[config.mk]
export PLATFORM = sky130hd
export DESIGN_NAME = buddy_page_allocator
export DESIGN_NICKNAME = d
export VERILOG_FILES = /design/src/hw/rtl/bpa_pkg.sv /design/src/hw/rtl/bpa_ram.sv /design/src/hw/rtl/bpa_frame_store.sv /design/src/hw/rtl/bpa_seq.sv /design/src/hw/rtl/buddy_page_allocator.sv
export VERILOG_INCLUDE_DIRS = /design/src /design/src/hw/rtl
export SDC_FILE = /design/constraint.sdc
export NUM_CORES = 1
export LEC_CHECK = 0
export BUFFER_PORTS_ARGS = -buffer_cell sky130_fd_sc_hd__buf_2
export CAP_MARGIN = 20
export CORE_UTILIZATION = 54
export DETAILED_ROUTE_END_ITERATION = 8
export PLACE_DENSITY = 0.71
export SLEW_MARGIN = 25
export SYNTH_ARGS = -nofsm -noshare
export SYNTH_HDL_FRONTEND = slang
export SYNTH_SLANG_ARGS = --single-unit
[constraint.sdc]
create_clock -name clk -period 11.2 [get_ports clk]
set_input_delay 1.68 -clock clk [delete_from_list [all_inputs] [get_ports clk]]
set_output_delay 1.68 -clock clk [all_outputs]
set_load 0.01 [all_outputs]
[src/hw/rtl/buddy_page_allocator_macros.svh]
// Assertion macros for the buddy page allocator RTL.
// Depends on nothing; included by bpa_seq, the module that carries assertions.
`ifndef BUDDY_PAGE_ALLOCATOR_MACROS_SVH
`define BUDDY_PAGE_ALLOCATOR_MACROS_SVH

// Same-cycle implication, disabled while reset is asserted.
`define BPA_ASSERT_NOW(lbl, clk, rst_n, ante, cons, msg) \
	lbl: assert property (@(posedge clk) disable iff (!rst_n) (ante) |-> (cons)) \
		else $error(msg);

// Next-cycle implication, disabled while reset is asserted.
`define BPA_ASSERT_NEXT(lbl, clk, rst_n, ante, cons, msg) \
	lbl: assert property (@(posedge clk) disable iff (!rst_n) (ante) |=> (cons)) \
		else $error(msg);

`endif

[src/hw/rtl/bpa_pkg.sv]
// Shared constants, types and the frame table reset image for the buddy allocator.
// Depends on nothing; imported by bpa_frame_store, bpa_seq and buddy_page_allocator.
package bpa_pkg;

	localparam int PAGE_COUNT = 64;
	localparam int MAX_ORDER  = 6;
	localparam int PAGE_BYTES = 4096;
	localparam logic [31:0] BASE_RESET = 32'h2000_0000;

	localparam int PW       = $clog2(PAGE_COUNT);
	localparam int PB_SHIFT = $clog2(PAGE_BYTES);
	localparam int ORD_W    = $clog2(MAX_ORDER + 1);
	localparam int CODE_W   = $clog2(2 * MAX_ORDER + 3);

	// Frame codes: free head 0..MAX_ORDER, inner page, used head per order.
	localparam logic [CODE_W-1:0] CODE_FREE_LAST = CODE_W'(MAX_ORDER);
	localparam logic [CODE_W-1:0] CODE_INNER     = CODE_W'(MAX_ORDER + 1);
	localparam logic [CODE_W-1:0] CODE_USED0     = CODE_W'(MAX_ORDER + 2);
	localparam logic [CODE_W-1:0] CODE_USED_LAST = CODE_W'(2 * MAX_ORDER + 2);

	localparam logic REQ_ALLOC = 1'b0;
	localparam logic REQ_FREE  = 1'b1;

	typedef enum logic [1:0] {
		ST_OK        = 2'd0,
		ST_BAD_ORDER = 2'd1,
		ST_NO_SPACE  = 2'd2,
		ST_BAD_FREE  = 2'd3
	} status_t;

	typedef struct packed {
		logic              rd_en;
		logic [PW-1:0]     rd_addr;
		logic              wr_en;
		logic [PW-1:0]     wr_addr;
		logic [CODE_W-1:0] wr_data;
	} ft_req_t;

	typedef logic [CODE_W-1:0] ftab_t [PAGE_COUNT];

	// Tile the region with the largest aligned blocks that fit.
	function automatic ftab_t reset_table();
		ftab_t t;
		int p;
		int k;
		for (int i = 0; i < PAGE_COUNT; i++) begin
			t[i] = CODE_INNER;
		end
		p = 0;
		while (p < PAGE_COUNT) begin
			k = MAX_ORDER;
			while (k > 0 && !(((p & ((1 << k) - 1)) == 0) && (p + (1 << k) <= PAGE_COUNT))) begin
				k = k - 1;
			end
			t[p] = CODE_W'(k);
			p = p + (1 << k);
		end
		return t;
	endfunction

	localparam ftab_t RESET_TABLE = reset_table();

endpackage

[src/hw/rtl/bpa_ram.sv]
// Generic single-port-write, single-port-read RAM with registered read data.
// Depends on nothing.
module bpa_ram #(
	parameter int WIDTH = 4,
	parameter int DEPTH = 64
) (
	input  logic                     clk,
	input  logic                     we,
	input  logic [$clog2(DEPTH)-1:0] waddr,
	input  logic [WIDTH-1:0]         wdata,
	input  logic                     re,
	input  logic [$clog2(DEPTH)-1:0] raddr,
	output logic [WIDTH-1:0]         rdata
);

	logic [WIDTH-1:0] mem [DEPTH];

	always_ff @(posedge clk) begin
		if (we) begin
			mem[waddr] <= wdata;
		end
	end

	always_ff @(posedge clk) begin
		if (re) begin
			rdata <= mem[raddr];
		end
	end

endmodule

[src/hw/rtl/bpa_frame_store.sv]
// Frame table storage: RAM plus per-page valid bits over the reset image.
// Depends on bpa_pkg and bpa_ram.
module bpa_frame_store (
	input  logic                              clk,
	input  logic                              arst_n,
	input  bpa_pkg::ft_req_t                  req,
	output logic                              rd_valid,
	output logic [bpa_pkg::CODE_W-1:0]        rd_data
);
	import bpa_pkg::*;

	logic [PAGE_COUNT-1:0] written_q;
	logic                  rd_valid_s1;
	logic                  written_s1;
	logic [PW-1:0]         raddr_s1;
	logic [CODE_W-1:0]     ram_rdata;

	bpa_ram #(
		.WIDTH(CODE_W),
		.DEPTH(PAGE_COUNT)
	) u_ram (
		.clk  (clk),
		.we   (req.wr_en),
		.waddr(req.wr_addr),
		.wdata(req.wr_data),
		.re   (req.rd_en),
		.raddr(req.rd_addr),
		.rdata(ram_rdata)
	);

	always_ff @(posedge clk or negedge arst_n) begin
		if (!arst_n) begin
			written_q   <= '0;
			rd_valid_s1 <= 1'b0;
			written_s1  <= 1'b0;
			raddr_s1    <= '0;
		end else begin
			if (req.wr_en) begin
				written_q[req.wr_addr] <= 1'b1;
			end
			rd_valid_s1 <= req.rd_en;
			if (req.rd_en) begin
				written_s1 <= written_q[req.rd_addr];
				raddr_s1   <= req.rd_addr;
			end
		end
	end

	// An entry never written since reset reads as its reset code.
	assign rd_data  = written_s1 ? ram_rdata : RESET_TABLE[raddr_s1];
	assign rd_valid = rd_valid_s1;

endmodule

[src/hw/rtl/bpa_seq.sv]
// Request sequencer: frame table scan, split, free check and buddy merge.
// Depends on bpa_pkg and buddy_page_allocator_macros.svh.
`include "buddy_page_allocator_macros.svh"

module bpa_seq (
	input  logic                       clk,
	input  logic                       arst_n,
	input  logic                       req_valid,
	output logic                       req_ready,
	input  logic                       req_type,
	input  logic [3:0]                 block_order,
	input  logic [31:0]                free_address,
	input  logic [31:0]                region_base,
	output bpa_pkg::ft_req_t           ft_req,
	input  logic                       rd_valid,
	input  logic [bpa_pkg::CODE_W-1:0] rd_data,
	output logic                       res_valid,
	input  logic                       res_ready,
	output bpa_pkg::status_t           res_status,
	output logic [31:0]                res_addr
);
	import bpa_pkg::*;

	typedef enum logic [3:0] {
		S_IDLE,
		S_SCAN,
		S_SPLIT,
		S_FCHK,
		S_FHEAD,
		S_FSTEP,
		S_FBUD,
		S_FEND,
		S_DONE
	} state_t;

	state_t          state_q;
	logic [PW:0]     iss_q;
	logic [PW-1:0]   scan_pg_s1;
	logic            found_q;
	logic [ORD_W-1:0] best_k_q;
	logic [PW-1:0]   best_p_q;
	logic [ORD_W-1:0] order_q;
	logic [31:0]     fa_q;
	logic [PW-1:0]   p_q;
	logic [ORD_W-1:0] k_q;
	status_t         status_q;
	logic [31:0]     addr_q;

	logic            take;
	logic            found_n;
	logic [ORD_W-1:0] best_k_n;
	logic [PW-1:0]   best_p_n;
	logic [31:0]     off;
	logic            off_ok;
	logic [PW-1:0]   buddy;
	logic [PW:0]     bud_end;
	logic            can_merge;
	logic            head_used;
	logic            bud_free;
	logic [PW-1:0]   half_pg;

	// Keep the smallest sufficient free order; ties go to the lower page.
	always_comb begin
		take = (state_q == S_SCAN) && rd_valid
			&& (rd_data <= CODE_FREE_LAST)
			&& (rd_data >= CODE_W'(order_q))
			&& (!found_q || (rd_data < CODE_W'(best_k_q)));
		found_n  = found_q | take;
		best_k_n = take ? rd_data[ORD_W-1:0] : best_k_q;
		best_p_n = take ? scan_pg_s1 : best_p_q;
	end

	always_comb begin
		off       = fa_q - region_base;
		off_ok    = (off[PB_SHIFT-1:0] == '0)
			&& (off[31:PB_SHIFT] < (32 - PB_SHIFT)'(PAGE_COUNT));
		buddy     = p_q ^ (PW'(1) << k_q);
		bud_end   = {1'b0, buddy} + ((PW + 1)'(1) << k_q);
		can_merge = (k_q < ORD_W'(MAX_ORDER)) && (bud_end <= (PW + 1)'(PAGE_COUNT));
		head_used = (rd_data >= CODE_USED0) && (rd_data <= CODE_USED_LAST);
		bud_free  = (rd_data == CODE_W'(k_q));
		half_pg   = p_q + (PW'(1) << ORD_W'(k_q - 1'b1));
	end

	always_comb begin
		ft_req = '0;
		unique case (state_q)
			S_SCAN: begin
				ft_req.rd_en   = (iss_q < (PW + 1)'(PAGE_COUNT));
				ft_req.rd_addr = iss_q[PW-1:0];
			end
			S_FCHK: begin
				ft_req.rd_en   = off_ok;
				ft_req.rd_addr = off[PB_SHIFT +: PW];
			end
			S_FSTEP: begin
				ft_req.rd_en   = can_merge;
				ft_req.rd_addr = buddy;
			end
			S_FBUD: begin
				// Retire the upper head of the merged pair.
				ft_req.wr_en   = bud_free;
				ft_req.wr_addr = (buddy < p_q) ? p_q : buddy;
				ft_req.wr_data = CODE_INNER;
			end
			S_SPLIT: begin
				ft_req.wr_en = 1'b1;
				if (k_q > order_q) begin
					ft_req.wr_addr = half_pg;
					ft_req.wr_data = CODE_W'(ORD_W'(k_q - 1'b1));
				end else begin
					ft_req.wr_addr = p_q;
					ft_req.wr_data = CODE_USED0 + CODE_W'(order_q);
				end
			end
			S_FEND: begin
				ft_req.wr_en   = 1'b1;
				ft_req.wr_addr = p_q;
				ft_req.wr_data = CODE_W'(k_q);
			end
			default: begin
				ft_req = '0;
			end
		endcase
	end

	always_ff @(posedge clk or negedge arst_n) begin
		if (!arst_n) begin
			state_q    <= S_IDLE;
			iss_q      <= '0;
			scan_pg_s1 <= '0;
			found_q    <= 1'b0;
			best_k_q   <= '0;
			best_p_q   <= '0;
			order_q    <= '0;
			fa_q       <= '0;
			p_q        <= '0;
			k_q        <= '0;
			status_q   <= ST_OK;
			addr_q     <= '0;
		end else begin
			unique case (state_q)
				S_IDLE: begin
					if (req_valid) begin
						order_q  <= block_order[ORD_W-1:0];
						fa_q     <= free_address;
						iss_q    <= '0;
						found_q  <= 1'b0;
						addr_q   <= '0;
						status_q <= ST_OK;
						if (req_type == REQ_FREE) begin
							state_q <= S_FCHK;
						end else if (block_order > 4'(MAX_ORDER)) begin
							status_q <= ST_BAD_ORDER;
							state_q  <= S_DONE;
						end else begin
							state_q <= S_SCAN;
						end
					end
				end
				S_SCAN: begin
					if (ft_req.rd_en) begin
						iss_q      <= iss_q + 1'b1;
						scan_pg_s1 <= iss_q[PW-1:0];
					end
					found_q  <= found_n;
					best_k_q <= best_k_n;
					best_p_q <= best_p_n;
					if (rd_valid && (scan_pg_s1 == PW'(PAGE_COUNT - 1))) begin
						if (found_n) begin
							k_q     <= best_k_n;
							p_q     <= best_p_n;
							state_q <= S_SPLIT;
						end else begin
							status_q <= ST_NO_SPACE;
							state_q  <= S_DONE;
						end
					end
				end
				S_SPLIT: begin
					if (k_q > order_q) begin
						k_q <= ORD_W'(k_q - 1'b1);
					end else begin
						addr_q  <= region_base + (32'(p_q) << PB_SHIFT);
						state_q <= S_DONE;
					end
				end
				S_FCHK: begin
					if (off_ok) begin
						p_q     <= off[PB_SHIFT +: PW];
						state_q <= S_FHEAD;
					end else begin
						status_q <= ST_BAD_FREE;
						state_q  <= S_DONE;
					end
				end
				S_FHEAD: begin
					if (head_used) begin
						k_q     <= ORD_W'(rd_data - CODE_USED0);
						state_q <= S_FSTEP;
					end else begin
						status_q <= ST_BAD_FREE;
						state_q  <= S_DONE;
					end
				end
				S_FSTEP: begin
					state_q <= can_merge ? S_FBUD : S_FEND;
				end
				S_FBUD: begin
					if (bud_free) begin
						if (buddy < p_q) begin
							p_q <= buddy;
						end
						k_q     <= k_q + 1'b1;
						state_q <= S_FSTEP;
					end else begin
						state_q <= S_FEND;
					end
				end
				S_FEND: begin
					state_q <= S_DONE;
				end
				S_DONE: begin
					if (res_ready) begin
						state_q <= S_IDLE;
					end
				end
				default: begin
					state_q <= S_IDLE;
				end
			endcase
		end
	end

	assign req_ready  = (state_q == S_IDLE);
	assign res_valid  = (state_q == S_DONE);
	assign res_status = status_q;
	assign res_addr   = addr_q;

	`BPA_ASSERT_NOW(a_no_rw_same_page, clk, arst_n, ft_req.rd_en && ft_req.wr_en, ft_req.rd_addr != ft_req.wr_addr, "frame table read and write hit one page")
	`BPA_ASSERT_NEXT(a_head_read_returns, clk, arst_n, (state_q == S_FCHK) && ft_req.rd_en, rd_valid, "head read data missing")
	`BPA_ASSERT_NEXT(a_buddy_read_returns, clk, arst_n, (state_q == S_FSTEP) && ft_req.rd_en, rd_valid && (state_q == S_FBUD), "buddy read data missing")
	`BPA_ASSERT_NOW(a_split_bounds, clk, arst_n, state_q == S_SPLIT, (k_q >= order_q) && (k_q <= ORD_W'(MAX_ORDER)), "split order out of range")

endmodule

[src/hw/rtl/buddy_page_allocator.sv]
// Buddy page allocator top level: config register, sequencer, frame store, result register.
// Depends on bpa_pkg, bpa_seq and bpa_frame_store.
//
//  channel  direction  handshake              payload
//  in       sink       in_valid / in_ready    req_type, block_order, free_address
//  out      source     out_valid / out_ready  status, block_address
//  cfg      sink       cfg_valid / cfg_ready  cfg_data (region_base)
//
// One item at a time: in_ready is high only while the sequencer is idle.
// Allocate reads the whole frame table, one page a cycle, then splits the chosen block.
// Free checks the head page, then merges with each buddy that is a free head of equal order.
// A bad order, a bad free address or a page that is not a used head returns an error status.
// Reset loads the reset tiling at once through per-page valid bits; no sweep.
// A finished result waits in the output register; the next item is taken once it is there.
module buddy_page_allocator (
	input  logic        clk,
	input  logic        arst_n,
	input  logic        in_valid,
	output logic        in_ready,
	input  logic        req_type,
	input  logic [3:0]  block_order,
	input  logic [31:0] free_address,
	output logic        out_valid,
	input  logic        out_ready,
	output logic [1:0]  status,
	output logic [31:0] block_address,
	input  logic        cfg_valid,
	output logic        cfg_ready,
	input  logic [31:0] cfg_data
);
	import bpa_pkg::*;

	logic [31:0]       base_q;
	ft_req_t           ft_req;
	logic              rd_valid;
	logic [CODE_W-1:0] rd_data;
	logic              res_valid;
	logic              res_ready;
	status_t           res_status;
	logic [31:0]       res_addr;
	logic              out_valid_q;
	logic [1:0]        status_q;
	logic [31:0]       addr_q;

	bpa_seq u_seq (
		.clk         (clk),
		.arst_n      (arst_n),
		.req_valid   (in_valid),
		.req_ready   (in_ready),
		.req_type    (req_type),
		.block_order (block_order),
		.free_address(free_address),
		.region_base (base_q),
		.ft_req      (ft_req),
		.rd_valid    (rd_valid),
		.rd_data     (rd_data),
		.res_valid   (res_valid),
		.res_ready   (res_ready),
		.res_status  (res_status),
		.res_addr    (res_addr)
	);

	bpa_frame_store u_store (
		.clk     (clk),
		.arst_n  (arst_n),
		.req     (ft_req),
		.rd_valid(rd_valid),
		.rd_data (rd_data)
	);

	assign cfg_ready = 1'b1;
	assign res_ready = !out_valid_q || out_ready;

	always_ff @(posedge clk or negedge arst_n) begin
		if (!arst_n) begin
			base_q      <= BASE_RESET;
			out_valid_q <= 1'b0;
			status_q    <= '0;
			addr_q      <= '0;
		end else begin
			if (cfg_valid) begin
				base_q <= cfg_data;
			end
			if (res_ready) begin
				out_valid_q <= res_valid;
				if (res_valid) begin
					status_q <= 2'(res_status);
					addr_q   <= res_addr;
				end
			end
		end
	end

	assign out_valid     = out_valid_q;
	assign status        = status_q;
	assign block_address = addr_q;

endmodule
## After elaboration in Yosys (flattened, before gate mapping)

Memories as Yosys holds them, arrays and structs flattened. A register that Yosys moved wholly into a read port is not among the register bits.
Index checks and enable logic that the tools add are counted.

- Memory bits (writable): 256
- Output and inout port bits: 37
- Word-level logic and storage cells: 163
- Memories: 2
- Input port bits: 74
- Bits in registers: 244
- Memory bits (read-only): 256

Memories:

| name | depth | bits a word | rd ports | clocked after Yosys merged registers in | wr ports | line | source |
|---|---|---|---|---|---|---|---|
| (name not given) | 64 | 4 | 1 | 0 | 0 | bpa_frame_store.sv:50 | `assign rd_data = written_s1 ? ram_rdata : RESET_TABLE[raddr_s1];` |
| u_store.u_ram.mem | 64 | 4 | 1 | 1 | 1 | bpa_ram.sv:16 | `logic [WIDTH-1:0] mem [DEPTH];` |

- Add/subtract/negate cells: 9
- Bitwise operators: 4
- Reduce and logical (&&, ||, !) cells: 30
- Shift-type cells: 3
- Muxes and demuxes: 55
- Equal/unequal tests: 24
- Magnitude comparators: 16

Operator list:

| kind | number |
|---|---|
| $mux W32 | 2 |
| $or A64 B64 Y64 | 1 |
| $pmux W32 S2 | 1 |
| $mux W4 | 12 |
| $mux W6 | 7 |
| $pmux W4 S9 | 1 |
| $pmux W11 S3 | 1 |
| $add A32 B18 Y32 | 1 |
| $sub A32 B32 Y32 | 1 |
| $pmux W7 S3 | 1 |
| $lt A20 B7 Y1 const B | 1 |
| $mux W3 | 6 |
| $pmux W6 S3 | 1 |
| $reduce_and A6 Y1 | 3 |
| $eq A4 B3 Y1 const B | 4 |
| $ne A2 B1 Y1 const B | 8 |
| $lt A6 B7 Y1 const B | 2 |
| $mux W2 | 7 |
| $mux W7 | 2 |
| $pmux W7 S2 | 1 |
| $logic_not A12 Y1 | 1 |
| $ne A2 B2 Y1 const B | 6 |
| $pmux W3 S4 | 1 |
| $shl A1 B3 Y6 const A | 2 |
| other kinds (44) | 68 |

## Longest topological paths before layout

- Depth after elaboration: 13
- Gate-level depth with buffers: 18
- Mapped depth without buffers: 16

## Hierarchy

From an unflattened synthesis, not the netlist that was laid out.

- Cell total of the unflattened synthesis: 1962
- Area total of the unflattened synthesis: 24738.7 µm²

Modules (own cells, without submodules):

| module | cells an instance | seq. area each (µm²) | area each (µm²) | instances |
|---|---|---|---|---|
| bpa_ram | 521 | 7807.5 | 10447.5 | 1 |
| bpa_seq | 1048 | 2627.5 | 8366.8 | 1 |
| bpa_frame_store | 248 | 1801.7 | 3266.9 | 1 |
| buddy_page_allocator | 145 | 1677.9 | 2657.5 | 1 |

## Worst setup path before layout

Ideal clock, no wire load.

- Path kind: register to register
- Start: reg u_seq.k_q[0]
- End: mem u_store.u_ram.mem[12][0] (enable)
- Clock period less this slack: 4.386 ns
- Library setup time: 0.335 ns
- Data arrival time: 4.051 ns
- Path buffers: 2
- Cell stages (with the launch flop): 16
- Setup slack: 6.814 ns
- Data required time: 10.865 ns
- Path through: dfrtp_1 inv_1 ha_1 nor2b_1 ha_1 xnor2_1 a2111oi_2 o21a_1 o31ai_1 and3_1 a211o_1 a221o_1 clkbuf_1 or4b_1 buf_2 nor2_1

- Word-level cells in the longest chain between the ends: 5
- Elaborated cells on any way between the ends: 13
- Classes of those cells: add/sub: 2; order compare: 2; eq/ne: 1; shift: 2; mux: 5; bitwise: 1

RTL lines:

| item | line | source |
|---|---|---|
| start: declaration | bpa_seq.sv:45 | `logic [ORD_W-1:0] k_q;` |
| start signal: assignment | bpa_seq.sv:171 | `k_q <= best_k_n;` |
| start signal: assignment | bpa_seq.sv:182 | `k_q <= ORD_W'(k_q - 1'b1);` |
| start signal: assignment | bpa_seq.sv:199 | `k_q <= ORD_W'(rd_data - CODE_USED0);` |
| $sub A3 B1 Y3 / $shl A1 B3 Y6 (equally long branches) | bpa_seq.sv:82, bpa_seq.sv:77 |  |
| $shl A1 B3 Y6 / $xor A6 B6 Y6 (equally long branches) | bpa_seq.sv:82, bpa_seq.sv:77 |  |
| $add A6 B6 Y6 / $lt A6 B6 Y1 (equally long branches) | bpa_seq.sv:82, bpa_seq.sv:103 |  |
| $mux W10 / $mux W6 (equally long branches) | bpa_seq.sv:108, bpa_seq.sv:103 |  |
| $pmux W11 S3 * | bpa_seq.sv:87 | `unique case (state_q)` |
| end: declaration | bpa_ram.sv:16 |  |

Every way passes the cells marked *; elsewhere a longest branch is shown, timed or not.

## Worst setup path in the final report

- Start: reg u_seq.k_q[0]
- End: mem u_store.u_ram.mem[37][0] (enable)

Same word-level chain as after synthesis.

==> reports/metrics.cfg <==
[outcome]
outcome=completed

[floorplan]
io_pins=111
dieArea_um2=46200
die_y_um=215
rows=77
initial_core_util_pct=55.1
core-area_um2=44400
fp.dieW_um=215

[final_layout]
syn_to_final_growth_pct=11.1
diodes=0
seq_area_um2=13900
multiInputGateArea_um2=9850
fill_cells=3602
drive_gt1_share_pct=14.3
layout.nets=2487
final_util_pct=61.2

[detailed_routing]
final_antenna_net_count=0
routed_wl_um=62200
first_pass_iters=6
wl_per_cell_um=20.9
vias=18000
drtIter0Drc=1822
viasPerCell=6.04
drc=0

[power_and_ir_drop]
peakVddDrop_v=0.000183
power_uw=6820
power.density_nw_per_um2=251
total_leakage_power_uw=0.0117

[sta]
rsz0062_at_grt=no
whs_ps=467
maxSlewHeadroom_pct=27.7
finalSetupViolCount=0
fmax_mhz=175
finalClockSkew_ps=18.7
hold_viol=0
setup_tns_ps=0
drv_slew=0
period_share_pct=51.0
period_needed_ps=5710
worstMarginPinSlew_ps=1080

[logic_synthesis]
synth-edff-count=260
synthMuxAreaShare_pct=6.13
synthXorXnorAreaFrac_pct=2.18
async_reset_ff_share_pct=48.4
synth_common_cells=411 x nand2_1, 260 x edfxtp_1, 243 x dfrtp_1
synth_cells=2279
syn-num-nets=2422
synth_top_family_by_area=simple AND/OR/NAND/NOR gates
synth_flop_cell=edfxtp_1
synth_seq_cells=504
yosys.area.top_type_share_pct=31.9
avgSynthCellArea_um2=10.7
synth_area_leaders=edfxtp_1 32%, dfrtp_1 25%, nand2_1 6.3%
ys_types=83
yosysWarningCount=0
synth_simple_gate_area_share_pct=17.0
yosysSeqAreaShare_pct=56.9
yosysMostFrequentCell=nand2_1
synth_compound_area_share_pct=11.0
netlist.top_cell.by_area=edfxtp_1
synth_area_um2=24500
synthAdderAreaFrac_pct=3.62

[global_route]
grt-ovfl-total=0
gr-usage-all-layers_pct=27.2
grt_start_max_net_pins=118
grt_pass1_vias=17800
antenna_found_initial=0
grt_pass1_wl_um=98900

[place]
place_hpwl_um=40200
io_buffers=109
gp_congestion=0.958

[setup_path]
r2r-end=u_store.u_ram.mem[37][0]
crit_end=u_store.u_ram.mem[37][0]
r2r_cells=14
cp.required_ps=11420
startpoint=u_seq.k_q[0]
worstSetupPathType=flip-flop to flip-flop
critPathMaxFanout=69
cp-end-kind=flip-flop
rrSetupSlack_ps=5490
worstSetupStartpointType=flip-flop
worstReg2RegStart=u_seq.k_q[0]
critPathArrivalTime_ps=5930

[flow_run]
maxCapViolCount=0

[clock_network]
cts_buffers=51
htreeDepth=2
clkTransAtPathRegs_ps=60
cts.sinks=504
cts_setup_buffers=0
cts.repair.resized=0
cts_root_buffer=clkbuf_16
clockBufferDepth=3
cts_hold_buf=0
cts_tree=done
clk_latency_ps=600

[hold_path]
hold_class=flip-flop to flip-flop

[worst min-delay path by stage]
| stage | start | end | slack [ps] | depth (start not counted) |
|---|---|---|---|---|
| CTS | u_store.written_q[60] | u_store.written_q[60] | 470 | 1 |
| floorplan | u_store.written_q[21] | u_store.written_q[21] | 430 | 1 |
| global route | u_store.written_q[19] | u_store.written_q[19] | 480 | 1 |
| detailed placement | u_store.written_q[60] | u_store.written_q[60] | 450 | 1 |
| global placement | u_store.written_q[37] | u_store.written_q[37] | 450 | 1 |
| finish | u_store.written_q[20] | u_store.written_q[20] | 470 | 1 |
[sequential cells by signal (all words and copies together), names as in the netlist, 4 cells and up]
register             flops
u_store.written_q       64
u_seq.best_p_q           6
u_seq.state_q            4
u_store.u_ram.mem      256
u_seq.res_addr          32
block_address           32
u_store.u_ram.rdata      4
u_seq.fa_q              32
u_seq.iss_q              7
u_seq.scan_pg_s1         6
u_seq.p_q                6
u_store.raddr_s1         6
base_q                  32
[final cells by class]
| type | instances | share of cell area [%] |
|---|---|---|
| sequential | 504 | 51.2 |
| multi-input combinational | 1585 | 36.2 |
| clock buffer | 70 | 5.22 |
| timing repair buffer | 133 | 2.82 |
| tap | 592 | 2.72 |
| inverter | 69 | 0.953 |
| clock inverter | 24 | 0.861 |
[metrics by stage]
stage | cells | setup WS, ps | cell area, um2
after floorplan | 2279 | 6810 | 24500
after global placement | 2882 | 5730 | 25500
after detailed placement | 2882 | 5550 | 25500
after CTS | 2976 | 5600 | 27100
after global routing | 2977 | 5120 | 27200
final | 2977 | 5490 | 27200
[worst max-delay path, stage by stage, from the launching register on]
cell	delay [ps]
dfrtp_1	500
inv_1	170
ha_1	230
inv_1	50
a21o_1	110
a21oi_1	60
a31oi_1	480
or3_2	220
buf_4	500
inv_2	40
buf_4	400
a211o_1	470
a221o_1	420
nand4b_1	950
nor2_1	680
[layer usage]
layer / routed length [um] / share of wire (%) / track usage (%) / vias to the layer above
met2: 29000 / 47 / 43.3 / 759
li1: - / - / - / 8296
met3: 4920 / 7.9 / 5.00 / 111
met1: 26700 / 43 / 38.2 / 8804
met4: 1510 / 2.4 / 8.19 / 0
met5: 0 / 0 / 0 / -
[placed cells by master, fill, tap and decap left out, types with 16 or more instances in the layout]
cell | netlist | routed
mux2i_1 | 72 | 72
a21o_1 | 31 | 31
or2_2 | 34 | 34
o21bai_1 | 21 | 21
mux2_2 | 56 | 56
nor2_1 | 127 | 127
inv_1 | 68 | 67
ha_1 | 66 | 66
buf_4 | 2 | 22
a311oi_1 | 19 | 19
a31oi_1 | 22 | 22
and3_1 | 25 | 24
or2_1 | 16 | 16
nand2_1 | 411 | 407
and2_1 | 22 | 21
clkbuf_16 | 0 | 53
edfxtp_1 | 260 | 260
o21ai_0 | 109 | 109
xnor2_1 | 44 | 44
xor2_1 | 17 | 17
dfrtp_1 | 243 | 243
nand3_1 | 177 | 176
a21oi_1 | 83 | 83
buf_2 | 26 | 107
[power breakdown]
part           internal [uW]  switching, uW
logic                   1020           1640
clock network            980            708
registers               2260            215
[cell families (layout without fill, tap and decap cells)]
group / Yosys count / in the layout
fa+ha+maj: 69 / 69
simple gates: 909 / 909
mux: 138 / 138
flops: 504 / 504
buf+inv: 190 / 296
compound gates: 407 / 407
xor+xnor: 61 / 61
other cells: 1 / 1
Power figures use the tool's default switching activity.
